--- config.mk ---
export PLATFORM = sky130hd
export DESIGN_NAME = midpoint_ellipse_rasterizer
export DESIGN_NICKNAME = d
export VERILOG_FILES = /design/src/rtl/mer_pkg.sv /design/src/rtl/mer_front.sv /design/src/rtl/mer_back.sv /design/src/rtl/midpoint_ellipse_rasterizer.sv
export SDC_FILE = /design/constraint.sdc
export NUM_CORES = 2
export LEC_CHECK = 0
export BUFFER_PORTS_ARGS = -buffer_cell sky130_fd_sc_hd__buf_2
export CORE_ASPECT_RATIO = 1.2
export CORE_UTILIZATION = 60
export DETAILED_ROUTE_END_ITERATION = 10
export PLACE_DENSITY = 0.86
export REMOVE_ABC_BUFFERS = 1
export SYNTH_ARGS = -nofsm -noshare
export SYNTH_HDL_FRONTEND = slang
export SYNTH_SLANG_ARGS = --single-unit
--- constraint.sdc ---
create_clock -name clk -period 27.7 [get_ports clk]
set_input_delay 1.385 -clock clk [delete_from_list [all_inputs] [get_ports clk]]
set_output_delay 1.385 -clock clk [all_outputs]
set_load 0.03 [all_outputs]
--- src/rtl/mer_pkg.sv ---
// Shared types, widths and codes for the midpoint ellipse rasterizer.
package mer_pkg;

  localparam int COORD_BITS  = 12;
  localparam int RADIUS_BITS = 10;
  localparam int OUT_W       = COORD_BITS + 1;
  localparam int OFS_W       = RADIUS_BITS + 2;
  localparam int SQ_W        = 2 * RADIUS_BITS;
  localparam int MUL_W       = RADIUS_BITS + SQ_W;
  // Decision value: a cubic product of the radius plus headroom for the step terms.
  localparam int DEC_W       = 3 * RADIUS_BITS + 10;

  localparam int QUEUE_DEPTH = 4;
  localparam int QPTR_W      = 2;
  localparam int QCNT_W      = 3;

  localparam int RES_DEPTH   = 2;
  localparam int RPTR_W      = 1;
  localparam int RCNT_W      = 2;

  localparam logic ACT_LOAD = 1'b0;
  localparam logic ACT_STEP = 1'b1;

  typedef enum logic [3:0] {
    PH_IDLE,
    PH_LD_RX2,
    PH_LD_RY2,
    PH_LD_M1,
    PH_LD_M2,
    PH_R1_FIRST,
    PH_R1_WALK,
    PH_R2_FIRST,
    PH_R2_WALK
  } phase_t;

  typedef struct packed {
    logic                          is_load;
    logic signed [COORD_BITS-1:0]  center_x;
    logic signed [COORD_BITS-1:0]  center_y;
    logic        [RADIUS_BITS-1:0] radius_x;
    logic        [RADIUS_BITS-1:0] radius_y;
  } cmd_t;

  typedef struct packed {
    logic signed [OUT_W-1:0] right_x;
    logic signed [OUT_W-1:0] left_x;
    logic signed [OUT_W-1:0] lower_y;
    logic signed [OUT_W-1:0] upper_y;
    logic                    in_second_region;
    logic                    last_point;
  } res_t;

  typedef struct packed {
    logic res_push;
    logic loading;
  } back_status_t;

endpackage

--- src/rtl/mer_front.sv ---
// Front end: accepts requests, classifies them and queues them for the walker.
module mer_front (
  input  logic                                   clk,
  input  logic                                   rst,
  input  logic                                   push,
  output logic                                   full,
  input  logic                                   action,
  input  logic signed [mer_pkg::COORD_BITS-1:0]  center_x,
  input  logic signed [mer_pkg::COORD_BITS-1:0]  center_y,
  input  logic        [mer_pkg::RADIUS_BITS-1:0] radius_x,
  input  logic        [mer_pkg::RADIUS_BITS-1:0] radius_y,
  input  logic                                   cmd_pop,
  output logic                                   cmd_empty,
  output mer_pkg::cmd_t                          cmd
);

  mer_pkg::cmd_t                   queue [mer_pkg::QUEUE_DEPTH];
  mer_pkg::cmd_t                   cmd_in;
  logic [mer_pkg::QPTR_W-1:0]      wr_ptr;
  logic [mer_pkg::QPTR_W-1:0]      rd_ptr;
  logic [mer_pkg::QCNT_W-1:0]      count;
  logic                            wr_en;
  logic                            rd_en;

  // A zero radius is taken as one so that the walk always terminates.
  always_comb begin
    cmd_in.is_load  = (action == mer_pkg::ACT_LOAD);
    cmd_in.center_x = center_x;
    cmd_in.center_y = center_y;
    cmd_in.radius_x = (radius_x == '0) ? mer_pkg::RADIUS_BITS'(1) : radius_x;
    cmd_in.radius_y = (radius_y == '0) ? mer_pkg::RADIUS_BITS'(1) : radius_y;
  end

  assign full      = (count == mer_pkg::QCNT_W'(mer_pkg::QUEUE_DEPTH));
  assign cmd_empty = (count == '0);
  assign wr_en     = push && !full;
  assign rd_en     = cmd_pop && !cmd_empty;
  assign cmd       = queue[rd_ptr];

  always_ff @(posedge clk) begin
    if (wr_en) begin
      queue[wr_ptr] <= cmd_in;
    end
  end

  always_ff @(posedge clk) begin
    if (rst) begin
      wr_ptr <= '0;
      rd_ptr <= '0;
      count  <= '0;
    end else begin
      if (wr_en) begin
        wr_ptr <= wr_ptr + mer_pkg::QPTR_W'(1);
      end
      if (rd_en) begin
        rd_ptr <= rd_ptr + mer_pkg::QPTR_W'(1);
      end
      case ({wr_en, rd_en})
        2'b10:   count <= count + mer_pkg::QCNT_W'(1);
        2'b01:   count <= count - mer_pkg::QCNT_W'(1);
        default: count <= count;
      endcase
    end
  end

endmodule

--- src/rtl/mer_back.sv ---
// Back end: squares the radii, walks both regions and queues the points.
module mer_back (
  input  logic                  clk,
  input  logic                  rst,
  input  logic                  cmd_empty,
  input  mer_pkg::cmd_t         cmd,
  output logic                  cmd_pop,
  output logic                  empty,
  input  logic                  pop,
  output mer_pkg::res_t         res,
  output mer_pkg::back_status_t status
);

  mer_pkg::phase_t phase, phase_next;

  logic signed [mer_pkg::COORD_BITS-1:0]  cx, cx_next, cy, cy_next;
  logic        [mer_pkg::RADIUS_BITS-1:0] rx, rx_next, ry, ry_next;
  logic        [mer_pkg::SQ_W-1:0]        rx2, rx2_next, ry2, ry2_next;
  logic signed [mer_pkg::OFS_W-1:0]       ofs_x, ofs_x_next, ofs_y, ofs_y_next;
  logic signed [mer_pkg::DEC_W-1:0]       acc_a, acc_a_next, acc_b, acc_b_next;
  logic signed [mer_pkg::DEC_W-1:0]       dec, dec_next, m2, m2_next;
  logic signed [mer_pkg::DEC_W-1:0]       k5_rx2, k5_rx2_next, k4_rx2, k4_rx2_next;
  logic signed [mer_pkg::DEC_W-1:0]       k5_ry2, k5_ry2_next, k4_ry2, k4_ry2_next;
  logic signed [mer_pkg::DEC_W-1:0]       rx2_s, ry2_s;

  // Region walk terms; acc_a tracks ry2*x and acc_b tracks rx2*y.
  logic                                   r1_step_y, r1_done;
  logic signed [mer_pkg::DEC_W-1:0]       r1_a, r1_b, r1_dec;
  logic                                   r2_step_x, r2_done;
  logic signed [mer_pkg::DEC_W-1:0]       r2_a, r2_b, r2_dec;

  logic [mer_pkg::RADIUS_BITS-1:0] mul_a;
  logic [mer_pkg::SQ_W-1:0]        mul_b;
  logic [mer_pkg::MUL_W-1:0]       mul_p;

  logic walking, do_load, do_step, res_push, res_pop, res_space;
  mer_pkg::res_t             res_new;
  mer_pkg::res_t             res_q [mer_pkg::RES_DEPTH];
  logic [mer_pkg::RPTR_W-1:0] res_wr, res_rd;
  logic [mer_pkg::RCNT_W-1:0] res_cnt;

  assign rx2_s = mer_pkg::DEC_W'(rx2);
  assign ry2_s = mer_pkg::DEC_W'(ry2);
  assign mul_p = mer_pkg::MUL_W'(mul_a) * mer_pkg::MUL_W'(mul_b);

  always_comb begin
    r1_step_y = (dec > 0);
    r1_a      = acc_a + ry2_s;
    r1_b      = r1_step_y ? (acc_b - rx2_s) : acc_b;
    r1_dec    = dec + (acc_a <<< 1) + k5_ry2
              + (r1_step_y ? (k4_rx2 - (acc_b <<< 1)) : '0);
    r1_done   = (r1_a > r1_b);

    r2_step_x = (dec > 0);
    r2_b      = acc_b + rx2_s;
    r2_a      = r2_step_x ? (acc_a - ry2_s) : acc_a;
    r2_dec    = dec + (acc_b <<< 1) + k5_rx2
              + (r2_step_x ? (k4_ry2 - (acc_a <<< 1)) : '0);
    r2_done   = (r2_b > r2_a);
  end

  // Next state.
  always_comb begin
    phase_next = phase;
    if (do_load) begin
      phase_next = mer_pkg::PH_LD_RX2;
    end else begin
      case (phase)
        mer_pkg::PH_LD_RX2:   phase_next = mer_pkg::PH_LD_RY2;
        mer_pkg::PH_LD_RY2:   phase_next = mer_pkg::PH_LD_M1;
        mer_pkg::PH_LD_M1:    phase_next = mer_pkg::PH_LD_M2;
        mer_pkg::PH_LD_M2:    phase_next = mer_pkg::PH_R1_FIRST;
        mer_pkg::PH_R1_FIRST: if (do_step) phase_next = mer_pkg::PH_R1_WALK;
        mer_pkg::PH_R1_WALK:  if (do_step && r1_done) phase_next = mer_pkg::PH_R2_FIRST;
        mer_pkg::PH_R2_FIRST: if (do_step) phase_next = mer_pkg::PH_R2_WALK;
        mer_pkg::PH_R2_WALK:  if (do_step && r2_done) phase_next = mer_pkg::PH_IDLE;
        default:              phase_next = phase;
      endcase
    end
  end

  // Control outputs and multiplier operand selection.
  always_comb begin
    walking   = phase inside {mer_pkg::PH_R1_FIRST, mer_pkg::PH_R1_WALK,
                              mer_pkg::PH_R2_FIRST, mer_pkg::PH_R2_WALK};
    res_space = (res_cnt != mer_pkg::RCNT_W'(mer_pkg::RES_DEPTH));
    cmd_pop   = !cmd_empty && (phase == mer_pkg::PH_IDLE || walking)
              && (cmd.is_load || phase == mer_pkg::PH_IDLE || res_space);
    do_load   = cmd_pop && cmd.is_load;
    do_step   = cmd_pop && !cmd.is_load && walking;
    res_push  = do_step;
    status.res_push = res_push;
    status.loading  = phase inside {mer_pkg::PH_LD_RX2, mer_pkg::PH_LD_RY2,
                                    mer_pkg::PH_LD_M1, mer_pkg::PH_LD_M2};
    case (phase)
      mer_pkg::PH_LD_RX2: begin
        mul_a = rx;
        mul_b = mer_pkg::SQ_W'(rx);
      end
      mer_pkg::PH_LD_RY2: begin
        mul_a = ry;
        mul_b = mer_pkg::SQ_W'(ry);
      end
      mer_pkg::PH_LD_M1: begin
        mul_a = ry;
        mul_b = rx2;
      end
      mer_pkg::PH_LD_M2: begin
        mul_a = rx;
        mul_b = ry2;
      end
      default: begin
        mul_a = '0;
        mul_b = '0;
      end
    endcase
  end

  // Datapath.
  always_comb begin
    cx_next     = cx;
    cy_next     = cy;
    rx_next     = rx;
    ry_next     = ry;
    rx2_next    = rx2;
    ry2_next    = ry2;
    ofs_x_next  = ofs_x;
    ofs_y_next  = ofs_y;
    acc_a_next  = acc_a;
    acc_b_next  = acc_b;
    dec_next    = dec;
    m2_next     = m2;
    k5_rx2_next = k5_rx2;
    k4_rx2_next = k4_rx2;
    k5_ry2_next = k5_ry2;
    k4_ry2_next = k4_ry2;
    if (do_load) begin
      cx_next = cmd.center_x;
      cy_next = cmd.center_y;
      rx_next = cmd.radius_x;
      ry_next = cmd.radius_y;
    end else begin
      case (phase)
        mer_pkg::PH_LD_RX2: rx2_next = mul_p[mer_pkg::SQ_W-1:0];
        mer_pkg::PH_LD_RY2: ry2_next = mul_p[mer_pkg::SQ_W-1:0];
        mer_pkg::PH_LD_M1:  acc_b_next = mer_pkg::DEC_W'(mul_p);
        mer_pkg::PH_LD_M2: begin
          m2_next     = mer_pkg::DEC_W'(mul_p);
          ofs_x_next  = '0;
          ofs_y_next  = mer_pkg::OFS_W'(ry);
          acc_a_next  = '0;
          dec_next    = ry2_s - acc_b;
          k5_rx2_next = (rx2_s <<< 2) + rx2_s;
          k4_rx2_next = rx2_s <<< 2;
          k5_ry2_next = (ry2_s <<< 2) + ry2_s;
          k4_ry2_next = ry2_s <<< 2;
        end
        mer_pkg::PH_R1_WALK: begin
          if (do_step) begin
            ofs_x_next = ofs_x + mer_pkg::OFS_W'(1);
            ofs_y_next = r1_step_y ? (ofs_y - mer_pkg::OFS_W'(1)) : ofs_y;
            acc_a_next = r1_a;
            acc_b_next = r1_b;
            dec_next   = r1_dec;
          end
        end
        mer_pkg::PH_R2_FIRST: begin
          if (do_step) begin
            ofs_x_next = mer_pkg::OFS_W'(rx);
            ofs_y_next = '0;
            acc_a_next = m2;
            acc_b_next = '0;
            dec_next   = rx2_s - m2;
          end
        end
        mer_pkg::PH_R2_WALK: begin
          if (do_step) begin
            ofs_y_next = ofs_y + mer_pkg::OFS_W'(1);
            ofs_x_next = r2_step_x ? (ofs_x - mer_pkg::OFS_W'(1)) : ofs_x;
            acc_a_next = r2_a;
            acc_b_next = r2_b;
            dec_next   = r2_dec;
          end
        end
        default: ;
      endcase
    end
  end

  // The point reported is the offset pair after this step's update.
  always_comb begin
    res_new.right_x = mer_pkg::OUT_W'(cx) + mer_pkg::OUT_W'(ofs_x_next);
    res_new.left_x  = mer_pkg::OUT_W'(cx) - mer_pkg::OUT_W'(ofs_x_next);
    res_new.lower_y = mer_pkg::OUT_W'(cy) + mer_pkg::OUT_W'(ofs_y_next);
    res_new.upper_y = mer_pkg::OUT_W'(cy) - mer_pkg::OUT_W'(ofs_y_next);
    res_new.in_second_region = phase inside {mer_pkg::PH_R2_FIRST, mer_pkg::PH_R2_WALK};
    res_new.last_point       = (phase == mer_pkg::PH_R2_WALK) && r2_done;
  end

  assign empty   = (res_cnt == '0);
  assign res_pop = pop && !empty;
  assign res     = res_q[res_rd];

  always_ff @(posedge clk) begin
    cx     <= cx_next;
    cy     <= cy_next;
    rx     <= rx_next;
    ry     <= ry_next;
    rx2    <= rx2_next;
    ry2    <= ry2_next;
    ofs_x  <= ofs_x_next;
    ofs_y  <= ofs_y_next;
    acc_a  <= acc_a_next;
    acc_b  <= acc_b_next;
    dec    <= dec_next;
    m2     <= m2_next;
    k5_rx2 <= k5_rx2_next;
    k4_rx2 <= k4_rx2_next;
    k5_ry2 <= k5_ry2_next;
    k4_ry2 <= k4_ry2_next;
    if (res_push) begin
      res_q[res_wr] <= res_new;
    end
  end

  always_ff @(posedge clk) begin
    if (rst) begin
      phase   <= mer_pkg::PH_IDLE;
      res_wr  <= '0;
      res_rd  <= '0;
      res_cnt <= '0;
    end else begin
      phase <= phase_next;
      if (res_push) begin
        res_wr <= res_wr + mer_pkg::RPTR_W'(1);
      end
      if (res_pop) begin
        res_rd <= res_rd + mer_pkg::RPTR_W'(1);
      end
      case ({res_push, res_pop})
        2'b10:   res_cnt <= res_cnt + mer_pkg::RCNT_W'(1);
        2'b01:   res_cnt <= res_cnt - mer_pkg::RCNT_W'(1);
        default: res_cnt <= res_cnt;
      endcase
    end
  end

endmodule

--- src/rtl/midpoint_ellipse_rasterizer.sv ---
// Top level of the midpoint ellipse rasterizer: front queue, walker and checks.
//
// This block walks the outline of an axis-aligned ellipse with the integer
// midpoint method and hands out one point per step request, each point as
// four mirrored coordinates around the center. A load request (action low)
// latches a center and two radii, gives no point and restarts the walker; a
// radius of zero is taken as one. Each step request (action high) then gives
// one point: region 1 from the top of the ellipse while x advances, then
// region 2 from the side while y advances, and the final point of region 2
// carries last_point. Step requests while no ellipse is active give nothing.
// Requests enter a four-entry queue in the front end, so the producer keeps
// pushing while the walker is busy; points leave through a two-entry queue,
// so a stalled consumer never holds up the push side until both queues fill.
// Once loaded, the walker turns out one point per clock while step requests
// wait and the point queue has room, because every step is a handful of
// additions on running products kept in registers. A load takes the request
// and then holds the walker while its single shared multiplier forms rx*rx,
// ry*ry, ry*rx*rx and rx*ry*ry one after another. A step request accepted
// into an empty block passes through the request queue and then the point
// queue, which drives the result ports. Coordinates wrap to 13 bits.
module midpoint_ellipse_rasterizer (
  input  logic                                   clk,
  input  logic                                   rst,
  input  logic                                   push,
  output logic                                   full,
  input  logic                                   action,
  input  logic signed [mer_pkg::COORD_BITS-1:0]  center_x,
  input  logic signed [mer_pkg::COORD_BITS-1:0]  center_y,
  input  logic        [mer_pkg::RADIUS_BITS-1:0] radius_x,
  input  logic        [mer_pkg::RADIUS_BITS-1:0] radius_y,
  output logic                                   empty,
  input  logic                                   pop,
  output logic signed [mer_pkg::OUT_W-1:0]       right_x,
  output logic signed [mer_pkg::OUT_W-1:0]       left_x,
  output logic signed [mer_pkg::OUT_W-1:0]       lower_y,
  output logic signed [mer_pkg::OUT_W-1:0]       upper_y,
  output logic                                   in_second_region,
  output logic                                   last_point
);

  logic                  cmd_pop;
  logic                  cmd_empty;
  mer_pkg::cmd_t         cmd;
  mer_pkg::res_t         res;
  mer_pkg::back_status_t status;

  // The front end classifies each request and queues it.
  mer_front u_front (
    .clk       (clk),
    .rst       (rst),
    .push      (push),
    .full      (full),
    .action    (action),
    .center_x  (center_x),
    .center_y  (center_y),
    .radius_x  (radius_x),
    .radius_y  (radius_y),
    .cmd_pop   (cmd_pop),
    .cmd_empty (cmd_empty),
    .cmd       (cmd)
  );

  // The back end prepares the squared radii and walks the outline.
  mer_back u_back (
    .clk       (clk),
    .rst       (rst),
    .cmd_empty (cmd_empty),
    .cmd       (cmd),
    .cmd_pop   (cmd_pop),
    .empty     (empty),
    .pop       (pop),
    .res       (res),
    .status    (status)
  );

  assign right_x          = res.right_x;
  assign left_x           = res.left_x;
  assign lower_y          = res.lower_y;
  assign upper_y          = res.upper_y;
  assign in_second_region = res.in_second_region;
  assign last_point       = res.last_point;

  // The walker never takes a request from an empty queue.
  assert property (@(posedge clk) disable iff (rst) cmd_pop |-> !cmd_empty)
    else $error("walker took a request from an empty queue");

  // While the multiplier sequence runs, no request is taken.
  assert property (@(posedge clk) disable iff (rst) status.loading |-> !cmd_pop)
    else $error("request taken during radius preparation");

  // A point is only produced by a step request taken from the queue.
  assert property (@(posedge clk) disable iff (rst)
                   status.res_push |-> (cmd_pop && !cmd.is_load))
    else $error("point produced without a step request");

  // A full queue stays full until the walker takes a request.
  assert property (@(posedge clk) disable iff (rst) (full && !cmd_pop) |=> full)
    else $error("request queue lost an entry");

  // Only a region 2 point can close the ellipse.
  assert property (@(posedge clk) disable iff (rst)
                   (!empty && last_point) |-> in_second_region)
    else $error("final point flagged outside region 2");

endmodule
==> summary.txt <==
Clock tree
  • CTS root buf: clkbuf_16
  • Reg clk slew, reported paths: 60 ps
  • H-Tree Depth: 3
  • Cts bufs inserted: between 60 and 70
  • CTS tree: done
  • Sink Count: 642
  • Clock tree buffer depth: 3
  • Number of hold buffers added after cts: 0
  • Clock Latency Late Sink: 680 ps
  • Post-CTS Repair Setup Buffers: 0
  • Number of gates resized after cts: 0

Placement
  • Placed cell count: 6,729
  • Routability cong.: about 1.0
  • DP Area: ~0.057 mm^2
  • DP Wirelength: ~120 mm
  • PortBufs: 104

Logic synthesis
  • Ys flop type: edfxtp_1
  • Async SR Flop Fraction: 0
  • Synth unique cells: 111
  • Yosys warns: 0
  • Cell taking the most area after synthesis: edfxtp_1
  • Seq/Total Area, Yosys: 0.341
  • Most frequent cells after synthesis: 600 x edfxtp_1, 582 x inv_1, 510 x ha_1
  • Synth area leaders: edfxtp_1 33%, ha_1 12%, fa_1 10%
  • EDFF count, synth: 600
  • Synthesis-stage register bit count: 642
  • Synthesized area: about 0.055 mm^2
  • Mean Syn Cell Area: between 9 and 10 um^2
  • Synth top area share: 0.326
  • Most common cell in the netlist: edfxtp_1
  • Post-synthesis cell count: around 5,600

STA
  • Max-Slew Margin vs Limit: 0.00757
  • RSZ-0062 raised after global routing: no
  • Final Skew: ~35 ps
  • Hold Slack: about 510 ps
  • Final Max Slew Viols: 0
  • Final Hold Fails: 0
  • Min cycle time layout: approximately 8500 ps
  • # setup viols final: 0
  • Slew @ Worst Pin: 1470 ps
  • F_max: ~120 MHz
  • Final setup TNS: 0 ps
  • Final period utilization: 0.307

Final layout
  • Area Overhead vs Synth: 7.26%
  • NumNets Final: roughly 6,400
  • Finished Core Util: 0.651
  • Layout cells sized above 1: 0.0829
  • Fillers: between 6,000 and 7,000
  • Final instance area: 0.0592 mm^2
  • Non-Filler Instances: ~6,900

Worst setup path
  • RR Endpoint: u_back.acc_b[28]$_DFFE_PP_
  • Slowest cell on the critical path: buf_4
  • Arrival time worst endpoint: between 8000 and 9000 ps
  • FF-to-FF Start: u_back.phase[3]$_SDFFE_PP0P_
  • Worst Path Required: approximately 28,000 ps
  • Crit path largest cell delay: about 900 ps
  • Crit path max-delay family: adder cells
  • Levels on crit path: 26
  • CP Capture Point: u_back.acc_b[28]$_DFFE_PP_
  • Critical Path Start Type: flip-flop
  • Buf/Inv on CP: 4
  • Depth of the worst register-to-register path: 26
  • CP max FO: 66
  • Critical path class: reg -> reg
  • Crit path from: u_back.phase[3]$_SDFFE_PP0P_
  • Most frequent CP cell: fa_1
  • Crit end category: flip-flop
  • FF-to-FF setup slack: 19,200 ps

Routing
  • Initial DRC Count: 5,071
  • Vias per std cell: between 6 and 7
  • DRT antenna net count: 0
  • WL final: between 150 and 200 mm
  • Vias: 44,900
  • Drt first pass iters: 6
  • Wirelength per Cell: ~25 um
  • DR DRC count: 0

Status
  • Status: complete, but fails checks
  • Violated checks: max-capacitance violations

Pwr
  • Leakage: 24.5 nW
  • Comb pwr share: 0.522
  • Pwr dens: roughly 87 mW/mm^2
  • Clock share of power: 0.191
  • VDD IR-drop max: ~0.07 mV
  • Internal Power: between 0.002 and 0.003 W
  • Switching share of power: 0.438
  • Net Sw Power: roughly 0.0023 W
  • Reg power frac: 0.287

Die
  • Core ar.: roughly 0.091 mm^2
  • Starting Density: 0.607
  • FP Rows: ~120
  • Die area: 0.0933 mm^2
  • Die X: around 280 um
  • Ports: 105
  • Die outline height: approximately 330 um

Global route
  • Global-route wire length before repair: roughly 260 mm
  • Initial antenna violation count: 3
  • Grt ovf: 0
  • Largest net degree at the start of global routing: 67
  • Vias in the first global route: ~46,000
  • Total Routing Usage GR: 0.358

Hold path
  • Hold path start: u_front.count[2]$_SDFFE_PP0P_
  • Hold Path Class: reg -> reg

Flow run
  • Max-cap violations: 1
==> logic make-up (layout without fill, tap and decap cells) <==
logic type | after synthesis | in the layout | share of synthesized area
fa+ha+maj | 789 | 789 | 0.217
xor+xnor | 435 | 435 | 0.0690
compound gates | 1261 | 1261 | 0.152
buf+inv | 821 | 879 | 0.0574
simple gates | 1475 | 1475 | 0.126
other cells | 0 | 1 | 0
flops | 642 | 642 | 0.341
mux | 142 | 142 | 0.0372
==> worst min-delay path by stage <==
stage,to,slack (ps),depth (start not counted)
after detailed placement,u_front.count[2]$_SDFFE_PP0P_,500,2
after floorplan,u_front.count[2]$_SDFFE_PP0P_,460,2
after global placement,u_back.res_cnt[1]$_SDFFE_PP0P_,480,2
after global routing,u_front.count[2]$_SDFFE_PP0P_,540,2
after CTS,u_front.count[2]$_SDFFE_PP0P_,510,2
final,u_front.count[2]$_SDFFE_PP0P_,510,2
==> power by group through the flow <==
stage	sequential, W	clock [W]	combinational [W]
after CTS	0.00147	0.000985	0.00262
after global placement	0.00148	0	0.00251
final	0.00148	0.000985	0.00269
after detailed placement	0.00149	0	0.00259
after floorplan	0.00143	0	0.00190
after global routing	0.00148	0.00102	0.00292
==> layout by cell type, fill, tap and decap left out, types with 26 or more instances in the layout <==
cell type  instances
edfxtp_1         600
inv_1            581
ha_1             510
nor2_1           475
nand2_1          396
a21oi_1          361
xnor2_1          312
fa_1             279
o21ai_0          204
xor2_1           123
a21o_1           108
nand3_1          105
nor3_1           104
buf_2            104
clkbuf_16         68
o21bai_1          66
nand2b_1          61
buf_4             57
mux2_2            53
nor2b_1           47
a22oi_1           47
o21a_1            46
mux4_2            45
mux2i_1           43
or3_1             41
dfxtp_1           38
o22ai_1           37
nor4_1            36
and3_1            36
a221oi_1          34
nand4_1           33
a211oi_1          31
a221o_1           29
a31oi_1           29
and2_1            26
==> routing by layer <==
metal  global-route usage  wire length [um]
met5                    0                13
met4                0.227             11300
met3               0.0698             16900
met2                0.615             81500
met1                0.409             58100
==> cell type report <==
type	instances	area (um^2)	share of cell area
Antenna cell	1	2.50	0.0000422
Clock buffer	87	1770	0.0299
Sequential cell	642	18900	0.318
Inverter	594	2230	0.0376
Multi-Input combinational cell	4102	33300	0.562
Clock inverter	36	561	0.00946
Tap cell	1230	1540	0.0260
Timing Repair Buffer	162	956	0.0161
==> stage by stage <==
| step | worst slack [ps] | power, W |
|---|---|---|
| 2_1_floorplan | 8400 | 0.00333 |
| 3_3_place_gp | 19310 | 0.00399 |
| 3_5_place_dp | 19260 | 0.00408 |
| 4_1_cts | 19250 | 0.00508 |
| 5_1_grt | 18710 | 0.00542 |
| 6_report | 19200 | 0.00516 |
==> worst reg2reg max path: cells and delay by family, from the launching register on <==
kind / cells / cell delay (ps)
adders and majority gates: 6 / 2920
AOI/OAI and AO/OA: 11 / 2480
buffers and inverters: 4 / 1550
and+or+nand+nor: 4 / 710
DFF: 1 / 420
xor gates and xnor gates: 1 / 150
==> sequential cells by signal, indices dropped and copies added (netlist names), 4 cells and up, named ones only <==
signal,count
u_back.res_q,104
u_back.cx,12
u_back.k4_ry2,20
u_back.acc_a,40
u_back.ofs_x,12
u_back.k4_rx2,20
u_back.m2,30
u_back.k5_ry2,21
u_back.ry2,20
u_back.ofs_y,12
u_back.rx2,20
u_back.phase,4
u_back.rx,10
u_back.acc_b,40
u_back.dec,40
u_back.cy,12
u_front.queue,180
u_back.ry,10
u_back.k5_rx2,21
No activity file was read; power rests on OpenSTA's default activity.
